**src/design/block_buffer_pool_lru_defines.svh**
```systemverilog
// assertion macros for the buffer pool tag store
// no dependencies; included by the files that carry checks
`ifndef BLOCK_BUFFER_POOL_LRU_DEFINES_SVH
`define BLOCK_BUFFER_POOL_LRU_DEFINES_SVH

`ifndef ASSERT_OFF
// check sampled at the clock, ignored while reset is held
`define BPLRU_ASSERT(label, clk, rst_n, prop) \
    label: assert property (@(posedge clk) disable iff (!rst_n) prop) \
        else $error("%m: check failed");
// check sampled at every clock, reset included
`define BPLRU_ASSERT_ALWAYS(label, clk, prop) \
    label: assert property (@(posedge clk) prop) else $error("%m: check failed");
`else
`define BPLRU_ASSERT(label, clk, rst_n, prop)
`define BPLRU_ASSERT_ALWAYS(label, clk, prop)
`endif

`endif

```
**src/design/bplru_pkg.sv**
```systemverilog
// shared types and constants of the buffer pool tag store
// no dependencies; used by the interfaces, the scan unit, the top level and the testbench
package bplru_pkg;

    localparam int FUNC_W  = 3;
    localparam int FILE_W  = 16;
    localparam int BLOCK_W = 32;
    localparam int STAMP_W = 32;
    localparam int SLOT_W  = 4;
    localparam int DROP_W  = 5;

    // operation codes
    localparam logic [FUNC_W-1:0] FN_READ      = 3'd0;
    localparam logic [FUNC_W-1:0] FN_WRITE     = 3'd1;
    localparam logic [FUNC_W-1:0] FN_ALLOC     = 3'd2;
    localparam logic [FUNC_W-1:0] FN_INV_FILE  = 3'd3;
    localparam logic [FUNC_W-1:0] FN_INV_BLOCK = 3'd4;

    localparam logic [STAMP_W-1:0] STAMP_MAX = '1;

    // one tag ram entry; the valid bit lives in flops
    typedef struct packed {
        logic               dirty;
        logic [FILE_W-1:0]  file_id;
        logic [BLOCK_W-1:0] block_offset;
        logic [STAMP_W-1:0] stamp;
    } t_entry;

    localparam int ENTRY_W = $bits(t_entry);

    typedef struct packed {
        logic [FUNC_W-1:0]  func;
        logic [FILE_W-1:0]  file_id;
        logic [BLOCK_W-1:0] block_offset;
    } t_req;

    typedef struct packed {
        logic [SLOT_W-1:0]  slot;
        logic               hit;
        logic               fill_needed;
        logic               writeback_needed;
        logic [FILE_W-1:0]  victim_file;
        logic [BLOCK_W-1:0] victim_block;
        logic [DROP_W-1:0]  dropped_count;
    } t_res;

    // control from the sequencer to the scan unit
    typedef struct packed {
        logic start;
        logic eval;
        logic exclude;
        logic inv_file;
        logic inv_block;
    } t_scan_ctl;

    // summary flags from the scan unit
    typedef struct packed {
        logic hit;
        logic hit_dirty;
        logic inv_found;
        logic drop;
    } t_scan_flags;

    typedef enum logic [2:0] {
        ST_IDLE = 3'b001,
        ST_SCAN = 3'b010,
        ST_FIN  = 3'b100
    } t_state;

endpackage

```
**src/design/bplru_req_if.sv**
```systemverilog
// request channel of the buffer pool tag store
// depends on bplru_pkg
interface bplru_req_if;
    import bplru_pkg::*;

    logic               valid;
    logic               ready;
    logic [FUNC_W-1:0]  func;
    logic [FILE_W-1:0]  file_id;
    logic [BLOCK_W-1:0] block_offset;

    modport source (output valid, output func, output file_id, output block_offset,
                    input ready);
    modport sink   (input valid, input func, input file_id, input block_offset,
                    output ready);
endinterface

```
**src/design/bplru_res_if.sv**
```systemverilog
// result channel of the buffer pool tag store
// depends on bplru_pkg
interface bplru_res_if;
    import bplru_pkg::*;

    logic               valid;
    logic               ready;
    logic [SLOT_W-1:0]  slot;
    logic               hit;
    logic               fill_needed;
    logic               writeback_needed;
    logic [FILE_W-1:0]  victim_file;
    logic [BLOCK_W-1:0] victim_block;
    logic [DROP_W-1:0]  dropped_count;

    modport source (output valid, output slot, output hit, output fill_needed,
                    output writeback_needed, output victim_file, output victim_block,
                    output dropped_count, input ready);
    modport sink   (input valid, input slot, input hit, input fill_needed,
                    input writeback_needed, input victim_file, input victim_block,
                    input dropped_count, output ready);
endinterface

```
**src/design/bplru_ram.sv**
```systemverilog
// generic single write port ram with registered read
// no dependencies
module bplru_ram #(
    parameter int WIDTH = 8,
    parameter int DEPTH = 16
) (
    input  logic                     i_clk,
    input  logic                     i_we,
    input  logic [$clog2(DEPTH)-1:0] i_waddr,
    input  logic [WIDTH-1:0]         i_wdata,
    input  logic                     i_re,
    input  logic [$clog2(DEPTH)-1:0] i_raddr,
    output logic [WIDTH-1:0]         o_rdata
);
    logic [WIDTH-1:0] r_mem [DEPTH];
    logic [WIDTH-1:0] r_rdata;

    // write and registered read
    always_ff @(posedge i_clk) begin
        if (i_we) begin
            r_mem[i_waddr] <= i_wdata;
        end
        if (i_re) begin
            r_rdata <= r_mem[i_raddr];
        end
    end

    assign o_rdata = r_rdata;
endmodule

```
**src/design/bplru_scan.sv**
```systemverilog
// scan unit: folds one tag entry per cycle into hit, free slot, lru victim and drop count
// depends on bplru_pkg
module bplru_scan #(
    parameter int SLOTS = 16
) (
    input  logic                                  i_clk,
    input  bplru_pkg::t_scan_ctl                  i_ctl,
    input  logic [bplru_pkg::FILE_W-1:0]          i_file,
    input  logic [bplru_pkg::BLOCK_W-1:0]         i_block,
    input  logic [$clog2(SLOTS)-1:0]              i_idx,
    input  logic                                  i_live,
    input  bplru_pkg::t_entry                     i_entry,
    output bplru_pkg::t_scan_flags                o_flags,
    output logic [$clog2(SLOTS)-1:0]              o_hit_idx,
    output logic [$clog2(SLOTS)-1:0]              o_inv_idx,
    output logic [$clog2(SLOTS)-1:0]              o_best_idx,
    output bplru_pkg::t_entry                     o_best,
    output logic [$clog2(SLOTS+1)-1:0]            o_drop_cnt
);
    import bplru_pkg::*;

    localparam int IW = $clog2(SLOTS);
    localparam int CW = $clog2(SLOTS + 1);

    logic          r_hit, r_hit_dirty, r_inv_found, r_best_found;
    logic [IW-1:0] r_hit_idx, r_inv_idx, r_best_idx;
    t_entry        r_best;
    logic [CW-1:0] r_drop_cnt;

    logic file_eq, block_eq, match, drop, cand, older;

    // per-entry compares
    always_comb begin
        file_eq  = (i_entry.file_id == i_file);
        block_eq = (i_entry.block_offset == i_block);
        match    = i_live && file_eq && block_eq;
        drop     = i_ctl.eval && i_live && file_eq &&
                   (i_ctl.inv_file || (i_ctl.inv_block && block_eq));
        cand     = !(i_ctl.exclude && file_eq);
        older    = !r_best_found || (i_entry.stamp < r_best.stamp);
    end

    // accumulate over the scan; start clears the summary
    always_ff @(posedge i_clk) begin
        if (i_ctl.start) begin
            r_hit        <= 1'b0;
            r_inv_found  <= 1'b0;
            r_best_found <= 1'b0;
            r_drop_cnt   <= '0;
        end else if (i_ctl.eval) begin
            if (match && !r_hit) begin
                r_hit       <= 1'b1;
                r_hit_idx   <= i_idx;
                r_hit_dirty <= i_entry.dirty;
            end
            if (!i_live && !r_inv_found) begin
                r_inv_found <= 1'b1;
                r_inv_idx   <= i_idx;
            end
            // slot 0 is the fallback victim when every slot is excluded
            if (i_idx == '0) begin
                r_best       <= i_entry;
                r_best_idx   <= i_idx;
                r_best_found <= cand;
            end else if (cand && older) begin
                r_best       <= i_entry;
                r_best_idx   <= i_idx;
                r_best_found <= 1'b1;
            end
            if (drop) begin
                r_drop_cnt <= r_drop_cnt + CW'(1);
            end
        end
    end

    assign o_flags    = '{hit: r_hit, hit_dirty: r_hit_dirty, inv_found: r_inv_found,
                          drop: drop};
    assign o_hit_idx  = r_hit_idx;
    assign o_inv_idx  = r_inv_idx;
    assign o_best_idx = r_best_idx;
    assign o_best     = r_best;
    assign o_drop_cnt = r_drop_cnt;
endmodule

```
**src/design/block_buffer_pool_lru.sv**
```systemverilog
// Tag store and LRU replacement of a block buffer pool with SLOTS slots. Entries
// (dirty, file, block, use stamp) sit in one tag ram; valid bits are flops cleared
// by reset, so the pool is usable straight after reset with no clearing pass. One
// request is handled at a time: the scan reads the tag ram one slot per cycle
// through its registered read port, the finish state of a read, write or alloc
// writes the chosen slot back once the output register is free, and the block
// then returns to idle, where it takes the next request. The result sits in an
// output register, so a new request is taken while it waits.
// depends on bplru_pkg, bplru_req_if, bplru_res_if, bplru_ram, bplru_scan
`include "block_buffer_pool_lru_defines.svh"

module block_buffer_pool_lru #(
    parameter int SLOTS = 16
) (
    input  logic        i_clk,
    input  logic        i_rst_n,
    bplru_req_if.sink   i_req,
    bplru_res_if.source o_res
);
    import bplru_pkg::*;

    localparam int IW = $clog2(SLOTS);
    localparam int CW = $clog2(SLOTS + 1);

    t_state               r_state, n_state;
    t_req                 r_req;
    logic [CW-1:0]        r_cnt;
    logic                 r_rd_vld;
    logic [IW-1:0]        r_rd_idx;
    logic [SLOTS-1:0]     r_valid;
    logic [STAMP_W-1:0]   r_use_cnt;
    logic                 r_out_vld;
    t_res                 r_res;

    logic                 req_xfer, issue, scan_done, fin_go;
    logic                 is_rw, is_write, is_alloc, is_inv, hit, claim, wb;
    logic [IW-1:0]        s;
    logic [STAMP_W-1:0]   stamp_next;
    logic [IW+SLOT_W-1:0] s_ext;
    logic [CW+DROP_W-1:0] drop_ext;
    t_entry               rd_entry, wr_entry, best;
    t_scan_ctl            ctl;
    t_scan_flags          flags;
    logic [IW-1:0]        hit_idx, inv_idx, best_idx;
    logic [CW-1:0]        drop_cnt;
    logic [ENTRY_W-1:0]   rd_data;
    t_res                 res;

    // request decode
    always_comb begin
        is_write = (r_req.func == FN_WRITE);
        is_rw    = (r_req.func == FN_READ) || is_write;
        is_alloc = (r_req.func == FN_ALLOC);
        is_inv   = (r_req.func == FN_INV_FILE) || (r_req.func == FN_INV_BLOCK);
    end

    // handshakes and scan sequencing
    assign req_xfer    = i_req.valid && i_req.ready;
    assign i_req.ready = (r_state == ST_IDLE);
    assign issue       = (r_state == ST_SCAN) && (r_cnt != CW'(SLOTS));
    assign scan_done   = r_rd_vld && (r_rd_idx == IW'(SLOTS - 1));
    assign fin_go      = (r_state == ST_FIN) && (!r_out_vld || o_res.ready);

    always_comb begin
        ctl.start     = req_xfer;
        ctl.eval      = r_rd_vld;
        ctl.exclude   = is_rw;
        ctl.inv_file  = (r_req.func == FN_INV_FILE);
        ctl.inv_block = (r_req.func == FN_INV_BLOCK);
    end

    bplru_ram #(
        .WIDTH (ENTRY_W),
        .DEPTH (SLOTS)
    ) u_tag_ram (
        .i_clk   (i_clk),
        .i_we    (fin_go && claim),
        .i_waddr (s),
        .i_wdata (wr_entry),
        .i_re    (issue),
        .i_raddr (r_cnt[IW-1:0]),
        .o_rdata (rd_data)
    );

    assign rd_entry = t_entry'(rd_data);

    bplru_scan #(
        .SLOTS (SLOTS)
    ) u_scan (
        .i_clk      (i_clk),
        .i_ctl      (ctl),
        .i_file     (r_req.file_id),
        .i_block    (r_req.block_offset),
        .i_idx      (r_rd_idx),
        .i_live     (r_valid[r_rd_idx]),
        .i_entry    (rd_entry),
        .o_flags    (flags),
        .o_hit_idx  (hit_idx),
        .o_inv_idx  (inv_idx),
        .o_best_idx (best_idx),
        .o_best     (best),
        .o_drop_cnt (drop_cnt)
    );

    // slot choice, write-back entry and result
    always_comb begin
        hit   = is_rw && flags.hit;
        claim = is_rw || is_alloc;
        priority if (hit) begin
            s = hit_idx;
        end else if (flags.inv_found) begin
            s = inv_idx;
        end else begin
            s = best_idx;
        end
        wb         = claim && !hit && !flags.inv_found && best.dirty;
        stamp_next = (r_use_cnt == STAMP_MAX) ? r_use_cnt : r_use_cnt + STAMP_W'(1);

        wr_entry.dirty        = is_write || is_alloc || (hit && flags.hit_dirty);
        wr_entry.file_id      = r_req.file_id;
        wr_entry.block_offset = r_req.block_offset;
        wr_entry.stamp        = stamp_next;

        s_ext    = {{SLOT_W{1'b0}}, s};
        drop_ext = {{DROP_W{1'b0}}, drop_cnt};

        res                  = '0;
        res.slot             = claim ? s_ext[SLOT_W-1:0] : '0;
        res.hit              = hit;
        res.fill_needed      = is_rw && !hit;
        res.writeback_needed = wb;
        res.victim_file      = wb ? best.file_id : '0;
        res.victim_block     = wb ? best.block_offset : '0;
        res.dropped_count    = is_inv ? drop_ext[DROP_W-1:0] : '0;
    end

    // next state
    always_comb begin
        n_state = r_state;
        unique case (r_state)
            ST_IDLE: begin
                if (req_xfer) n_state = ST_SCAN;
            end
            ST_SCAN: begin
                if (scan_done) n_state = ST_FIN;
            end
            ST_FIN: begin
                if (fin_go) n_state = ST_IDLE;
            end
            default: n_state = ST_IDLE;
        endcase
    end

    // control registers
    always_ff @(posedge i_clk) begin
        if (!i_rst_n) begin
            r_state   <= ST_IDLE;
            r_cnt     <= '0;
            r_rd_vld  <= 1'b0;
            r_valid   <= '0;
            r_use_cnt <= '0;
            r_out_vld <= 1'b0;
        end else begin
            r_state  <= n_state;
            r_rd_vld <= issue;
            if (req_xfer) begin
                r_cnt <= '0;
            end else if (issue) begin
                r_cnt <= r_cnt + CW'(1);
            end
            // invalidate drops during the scan, claims set at the end
            if (flags.drop) begin
                r_valid[r_rd_idx] <= 1'b0;
            end
            if (fin_go && claim) begin
                r_valid[s] <= 1'b1;
                r_use_cnt  <= stamp_next;
            end
            if (fin_go) begin
                r_out_vld <= 1'b1;
            end else if (o_res.ready) begin
                r_out_vld <= 1'b0;
            end
        end
    end

    // payload registers
    always_ff @(posedge i_clk) begin
        if (req_xfer) begin
            r_req.func         <= i_req.func;
            r_req.file_id      <= i_req.file_id;
            r_req.block_offset <= i_req.block_offset;
        end
        if (issue) begin
            r_rd_idx <= r_cnt[IW-1:0];
        end
        if (fin_go) begin
            r_res <= res;
        end
    end

    assign o_res.valid            = r_out_vld;
    assign o_res.slot             = r_res.slot;
    assign o_res.hit              = r_res.hit;
    assign o_res.fill_needed      = r_res.fill_needed;
    assign o_res.writeback_needed = r_res.writeback_needed;
    assign o_res.victim_file      = r_res.victim_file;
    assign o_res.victim_block     = r_res.victim_block;
    assign o_res.dropped_count    = r_res.dropped_count;

    // checks
    `BPLRU_ASSERT(a_xfer_starts_scan, i_clk, i_rst_n, req_xfer |=> (r_state == ST_SCAN))
    `BPLRU_ASSERT(a_result_after_fin, i_clk, i_rst_n, $rose(r_out_vld) |-> $past(fin_go))
    `BPLRU_ASSERT(a_hit_no_fill, i_clk, i_rst_n, r_out_vld |-> !(r_res.hit && r_res.fill_needed))
    `BPLRU_ASSERT(a_wb_only_on_miss, i_clk, i_rst_n, (r_out_vld && r_res.writeback_needed) |-> !r_res.hit)
    `BPLRU_ASSERT(a_use_cnt_monotone, i_clk, i_rst_n, i_rst_n |=> (r_use_cnt >= $past(r_use_cnt)))
endmodule

```
**src/flat_wrapper.sv**
```systemverilog
// flat-port wrapper written by rule: the top's interface ports become plain ports
module block_buffer_pool_lru_flat import bplru_pkg::*;
#(
    parameter int SLOTS = 16
)
  (i_clk, i_rst_n, i_req_valid, i_req_func, i_req_file_id, i_req_block_offset, i_req_ready, o_res_valid, o_res_slot, o_res_hit, o_res_fill_needed, o_res_writeback_needed, o_res_victim_file, o_res_victim_block, o_res_dropped_count, o_res_ready);
  bplru_req_if i_req_i ();
  bplru_res_if o_res_i ();
  input  logic i_clk;
  input  logic i_rst_n;
  input wire logic [$bits(i_req_i.valid)-1:0] i_req_valid;
  input wire logic [$bits(i_req_i.func)-1:0] i_req_func;
  input wire logic [$bits(i_req_i.file_id)-1:0] i_req_file_id;
  input wire logic [$bits(i_req_i.block_offset)-1:0] i_req_block_offset;
  output wire logic [$bits(i_req_i.ready)-1:0] i_req_ready;
  output wire logic [$bits(o_res_i.valid)-1:0] o_res_valid;
  output wire logic [$bits(o_res_i.slot)-1:0] o_res_slot;
  output wire logic [$bits(o_res_i.hit)-1:0] o_res_hit;
  output wire logic [$bits(o_res_i.fill_needed)-1:0] o_res_fill_needed;
  output wire logic [$bits(o_res_i.writeback_needed)-1:0] o_res_writeback_needed;
  output wire logic [$bits(o_res_i.victim_file)-1:0] o_res_victim_file;
  output wire logic [$bits(o_res_i.victim_block)-1:0] o_res_victim_block;
  output wire logic [$bits(o_res_i.dropped_count)-1:0] o_res_dropped_count;
  input wire logic [$bits(o_res_i.ready)-1:0] o_res_ready;
  assign i_req_i.valid = i_req_valid;
  assign i_req_i.func = i_req_func;
  assign i_req_i.file_id = i_req_file_id;
  assign i_req_i.block_offset = i_req_block_offset;
  assign i_req_ready = i_req_i.ready;
  assign o_res_valid = o_res_i.valid;
  assign o_res_slot = o_res_i.slot;
  assign o_res_hit = o_res_i.hit;
  assign o_res_fill_needed = o_res_i.fill_needed;
  assign o_res_writeback_needed = o_res_i.writeback_needed;
  assign o_res_victim_file = o_res_i.victim_file;
  assign o_res_victim_block = o_res_i.victim_block;
  assign o_res_dropped_count = o_res_i.dropped_count;
  assign o_res_i.ready = o_res_ready;
  block_buffer_pool_lru #(.SLOTS(SLOTS)) u_core (.i_clk(i_clk), .i_rst_n(i_rst_n), .i_req(i_req_i), .o_res(o_res_i));
endmodule
```
**config.mk**
```make
export PLATFORM = sky130hd
export DESIGN_NAME = block_buffer_pool_lru_flat
export DESIGN_NICKNAME = d
export VERILOG_FILES = /design/src/design/bplru_pkg.sv /design/src/design/bplru_req_if.sv /design/src/design/bplru_res_if.sv /design/src/design/bplru_ram.sv /design/src/design/bplru_scan.sv /design/src/design/block_buffer_pool_lru.sv /design/src/flat_wrapper.sv
export VERILOG_INCLUDE_DIRS = /design/src /design/src/design
export SDC_FILE = /design/constraint.sdc
export NUM_CORES = 2
export LEC_CHECK = 0
export BUFFER_PORTS_ARGS = -buffer_cell sky130_fd_sc_hd__buf_4
export CAP_MARGIN = 10
export CORE_UTILIZATION = 25
export DETAILED_ROUTE_END_ITERATION = 8
export PLACE_DENSITY_LB_ADDON = 0.05
export SETUP_SLACK_MARGIN = 0.3
export SLEW_MARGIN = 0
export SYNTH_ARGS = -nofsm -noshare
export SYNTH_HDL_FRONTEND = slang
export SYNTH_SLANG_ARGS = --single-unit
```
**constraint.sdc**
```tcl
create_clock -name i_clk -period 22.1 [get_ports i_clk]
set_input_delay 4.42 -clock i_clk [delete_from_list [all_inputs] [get_ports i_clk]]
set_output_delay 4.42 -clock i_clk [all_outputs]
set_load 0.1 [all_outputs]
```
### Word level (Yosys, flattened, before mapping)

Memories as Yosys holds them, arrays and structs flattened. A register that Yosys moved wholly into a read port is not among the register bits.
Index checks and enable logic that the tools add are counted.

* $add $sub $neg: 3
* $mul: 0
* div/mod/pow operators: 0
* $lt $le $gt $ge: 5
* equal/unequal tests: 15
* shift operators: 0
* multiplexer cells: 26
* bitwise operators: 5
* reduce and logical (&&, ||, !) cells: 51

Operators by type and width (count)
* $mux W81: 2
* $mux W16: 3
* $add A32 B1 Y32 const B: 1
* $eq A32 B32 Y1: 1
* $eq A32 B32 Y1 const B: 1
* $lt A32 B32 Y1: 1
* $mux W32: 1
* $logic_and A1 B1 Y1: 23
* $and A16 B16 Y16: 1
* $eq A16 B16 Y1: 1
* $mux W4: 4
* $not A16 Y16: 1
* $or A16 B16 Y16: 1
* $reduce_and A3 Y1: 4
* $add A5 B1 Y5 const B: 2
* $lt A4 B5 Y1 const B: 2
* $eq A3 B2 Y1 const B: 3
* $mux W1: 9
* $mux W3: 3
* $pmux W3 S3: 1
* $demux W1 S4: 2
* $ge A4 B1 Y1 const B: 2
* $logic_or A1 B1 Y1: 8
* $reduce_and A2 Y1: 4
* 13 further kinds: 24

* register bits after elaboration: 275
* latch bits: 0
* bits in writable memories: 1296
* bits in read-only memories: 0
* input bits: 55
* word-level logic and storage cells: 135
* memories kept: 1

Memories
* u_core.u_tag_ram.r_mem: depth 16, bits a word 81, rd ports 1, clocked after memory_dff 1, wr ports 1, RTL line bplru_ram.sv:15 `logic [WIDTH-1:0] r_mem [DEPTH];`

### Logic depth before layout (Yosys ltp)

* word-level depth: 10
* gate-level depth with buffers: 12
* gate-level depth less buffers: 9

### Hierarchy

From an unflattened synthesis, not the netlist that was laid out.

* cell total of the unflattened synthesis: 3047
* area, all modules: 63016.7 µm²

Modules (own cells, without submodules)
* bplru_ram: instances 1, cells each 2078, area an instance 50867.5 µm², seq. area each 41349.7 µm²
* block_buffer_pool_lru: instances 1, cells each 641, area an instance 7511.0 µm², seq. area each 4614.4 µm²
* bplru_scan: instances 1, cells each 328, area an instance 4638.2 µm², seq. area each 2982.9 µm²

### Worst setup path before layout

OpenSTA, ideal clock, no wires.

* kind: input port to flip-flop
* start point: input port o_res_ready
* end point: register u_core.r_valid[5]
* library setup time: 0.082 ns
* arrival: 9.335 ns
* required time: 22.018 ns
* setup slack: 12.683 ns
* stages: 8
* buffers on the path: 1
* cell sequence: nor2b_1 or3_1 buf_2 nor2_2 nand2_1 nor2_1 o21ai_0 a21oi_2

* word-level cells in the longest chain between the ends: 4

Ends and longest elaborated chain
* start, declared: RTL line flat_wrapper.sv:24 `input wire logic [$bits(o_res_i.ready)-1:0] o_res_ready;`
* $logic_or A1 B1 Y1: RTL line block_buffer_pool_lru.sv:62 `assign fin_go = (r_state == ST_FIN) && (!r_out_vld || o_res.ready);`
* $logic_and A1 B1 Y1: RTL line block_buffer_pool_lru.sv:62
* $logic_and A1 B1 Y1: RTL line block_buffer_pool_lru.sv:175 `if (fin_go && claim) begin`
* $mux W16: RTL line block_buffer_pool_lru.sv:175
* end signal, assigned: RTL line block_buffer_pool_lru.sv:160 `r_valid <= '0;`
* end signal, assigned by index: RTL line block_buffer_pool_lru.sv:173 `r_valid[r_rd_idx] <= 1'b0;`
* end signal, assigned by index: RTL line block_buffer_pool_lru.sv:176 `r_valid[s] <= 1'b1;`
* end, declared: RTL line block_buffer_pool_lru.sv:30 `logic [SLOTS-1:0] r_valid;`

No other way between the ends.
A chain may end at the register's enable or synchronous reset.

### Final worst setup path

* start point: input port o_res_ready
* end point: register u_core.r_valid[12]

Same word-level chain as after synthesis.

==> impl_metrics.toml <==
[place]
gp_congestion = 0.722
port_buffers = 116
dpl.cell_count = 6221
dp_slack_ns = 13.56
dpl_cell_area_um2 = 68200
dpl.hpwl_um = 103000

[drt]
route.detailed.drc = 0
wl_um = 180000
dr.pass1.iters = 7
vias_per_cell = 4.38
drt_first_iter_violations = 1886
wl_per_cell_um = 27.4
ant_nets = 0
vias = 28800

[setup_path]
crit_chain = "buf_4 -> nor2b_1 -> nor3_2 -> and2_1 -> nand2_1 -> nor2_4 -> buf_4 -> o21ai_0 -> a21oi_1"
cp.required_ns = 22.83
rr_worst_depth = 8
r2r-start = "u_core.r_state[2]"
slowest_delay_ns = 0.88
crit_top_cell = "buf_4"
critPathTopFamily = "simple AND/OR/NAND/NOR gates"
rrSetupSlack_ns = 17.47
cp-start-kind = "input port"
r2r_end = "u_core.r_valid[12]"
critical_path.max_fanout = 43
worstPathArrival_ns = 8.27
worst-path-buf-inv = 2
crit_slowest_cell = "nor3_2"
cp-end-kind = "register"
criticalPathCategory = "in2reg"

[sta]
tns_ns = 0
slew_headroom = 0.198
fmax_mhz = 133
rsz0062_at_grt = "no"
finalHoldViolations = 0
worst_pin_slew_ns = 1.20
fin_worst_skew_ns = 0.0456
min_period_over_period = 0.341
fin_ws_ns = 14.55
finalCriticalPeriod_ns = 7.55
finalSetupViolations = 0
drv_slew = 0

[floorplanning]
io_pins = 117
dieHeight_um = 503
dieArea_um2 = 253000
core_um2 = 249000
rows = 183
start_util = 0.252
dieWidth_um = 503

[power]
pwr-share-comb = 0.012
p_leak_nw = 21.8
vdd_drop_max_uv = 71.9
swShare = 0.210
power_mw = 6.53
power.density_nw_per_um2 = 88.1
p_int_mw = 5.16
p_clk_frac = 0.458
switchingPower_mw = 1.37
power_frac_seq = 0.530

[clocking]
cts_root_buffer = "clkbuf_16"
cts-htree-levels = 4
clock-sinks = 1652
clock_latency_ns = 0.83
hold_buffers = 0
post_cts_buffers = 0
cts.clk_slew.worst_paths_ns = 0.06
numCtsBuffers = 191
cts_buffer_depth = 3
cts_tree = "done"
post_cts_resized = 0

[logic_synthesis]
synthFlopType = "edfxtp_1"
async_reset_ff_frac = 0
ys_warn_count = 0
synth_edf_count = 1586
synth_commonest_cells = "edfxtp_1 (1586), mux4_2 (407), nor2_1 (95)"
synth_cells = 2815
yosysMostFrequentCell = "edfxtp_1"
synth_area_leaders = "edfxtp_1 (76%), mux4_2 (15%), dfxtp_1 (2.1%), xor2_1 (0.98%), ha_1 (0.70%)"
syn_area_per_cell_um2 = 22.3
syn_nets = 2905
synth.largest_area_cell = "edfxtp_1"
ys_ff_latch = 1652
synth_top_area_frac = 0.760
synth_area_um2 = 62700
yosysSeqAreaShare = 0.781
ys_types = 57

[outcome]
status = "finished, final reports clean"

[final_layout]
instances_no_fill = 6570
design_area_um2 = 74100
drive_above_1_share = 0.284
multi_input_area_um2 = 13400
seq_area_um2 = 49000
nNetsFinal = 3180
fillers = 24200
syn_to_final_growth_pct = 18.2

[hold_path]
hold-path-endpoint = "u_core.u_scan.o_best[24]"
hp-start = "u_core.u_tag_ram.o_rdata[24]"
hold_depth = 0
hp-class = "reg2reg"

[global_route]
grt_max_degree = 99
antenna_found_initial = 11
gr-total-overflow = 0
grt_pass1_vias = 31500
grtUsageTotal = 0.143
grt_first_pass_wirelength_um = 252000

[run]
max-cap-violations = 0
## power by group through the flow
stage	clock network (mW)	logic (mW)	registers, mW
final	2.99	0.0804	3.46
after detailed placement	0	0.0842	3.53
after floorplan	0	0.0399	3.51
after CTS	3.10	0.0845	3.46
after global placement	0	0.0834	3.53
after global routing	3.20	0.0874	3.46
## logic make-up (layout without fill, tap and decap cells)
kind of cell	after synthesis	after routing	share of synthesized area
AOI/OAI and AO/OA	99	99	0.00976
xor gates and xnor gates	111	111	0.0155
adders and majority gates	35	35	0.00699
buffers and inverters	158	581	0.0101
DFF	1652	1652	0.781
muxes	420	420	0.149
other	0	2	0
and+or+nand+nor	340	340	0.0280
## flip-flops by register name (all words and copies together), names as in the netlist, 5 cells and up
signal and count:
u_core.r_valid 16, u_core.u_scan.o_drop_cnt 5, u_core.u_tag_ram.o_rdata 81, u_core.u_tag_ram.r_mem 1296, u_core.r_cnt 5, u_core.o_res.dropped_count 5
u_core.u_scan.o_best 81, u_core.r_req 51, u_core.o_res.victim_block 32, u_core.o_res.victim_file 16, u_core.r_use_cnt 32
## final cells by class
| cell class | instances | area share |
|---|---|---|
| Clock buffer | 246 | 0.0685 |
| Sequential cell | 1652 | 0.661 |
| Timing Repair Buffer | 199 | 0.0211 |
| Clock inverter | 95 | 0.0107 |
| Tap cell | 3330 | 0.0562 |
| Inverter | 41 | 0.00211 |
| Multi-Input combinational cell | 1005 | 0.181 |
| Antenna cell | 2 | 0.0000675 |
## worst max-delay path by stage
stage                               endpoint        start  cells past startpoint  slack [ns]
after floorplan            u_core.r_valid[5]  o_res_ready                      8       12.68
after global placement    u_core.r_valid[12]  o_res_ready                      9       13.54
after detailed placement  u_core.r_valid[12]  o_res_ready                      9       13.56
after CTS                 u_core.r_valid[12]  o_res_ready                      9       14.45
after global routing      u_core.r_valid[12]  o_res_ready                      9       14.37
final                     u_core.r_valid[12]  o_res_ready                      9       14.55
## worst reg2reg max path, stage by stage, from the launching register on
cell,delay (ns)
dfxtp_1,0.48
or3b_4,0.48
nor3_2,0.87
and2_1,0.27
nand2_1,0.30
nor2_4,0.86
buf_4,0.85
o21ai_0,0.28
a21oi_1,0.18
## layer usage
metal / GRT usage / share of wire
met5: 0 / 0.000072
met4: 0.0366 / 0.021
met3: 0.0227 / 0.034
met2: 0.242 / 0.49
met1: 0.191 / 0.45
## per-stage QoR
stage / hold slack (ns) / util
6_report: 0.460 / 0.298
5_1_grt: 0.474 / 0.298
4_1_cts: 0.464 / 0.297
3_5_place_dp: 0.436 / 0.274
3_3_place_gp: 0.452 / 0.274
2_1_floorplan: 0.406 / -
## cell usage in the layout (no fill, tap or decap), types with 43 or more instances in the layout
cell type  count
edfxtp_1    1586
mux4_2       407
clkbuf_16    195
buf_4        192
nor2_1        79
xor2_1        64
dfxtp_1       62
nand2_1       60
and2_1        59
clkbuf_1      49
clkinv_1      43
Note: power is estimated with default switching activity, not from simulation.
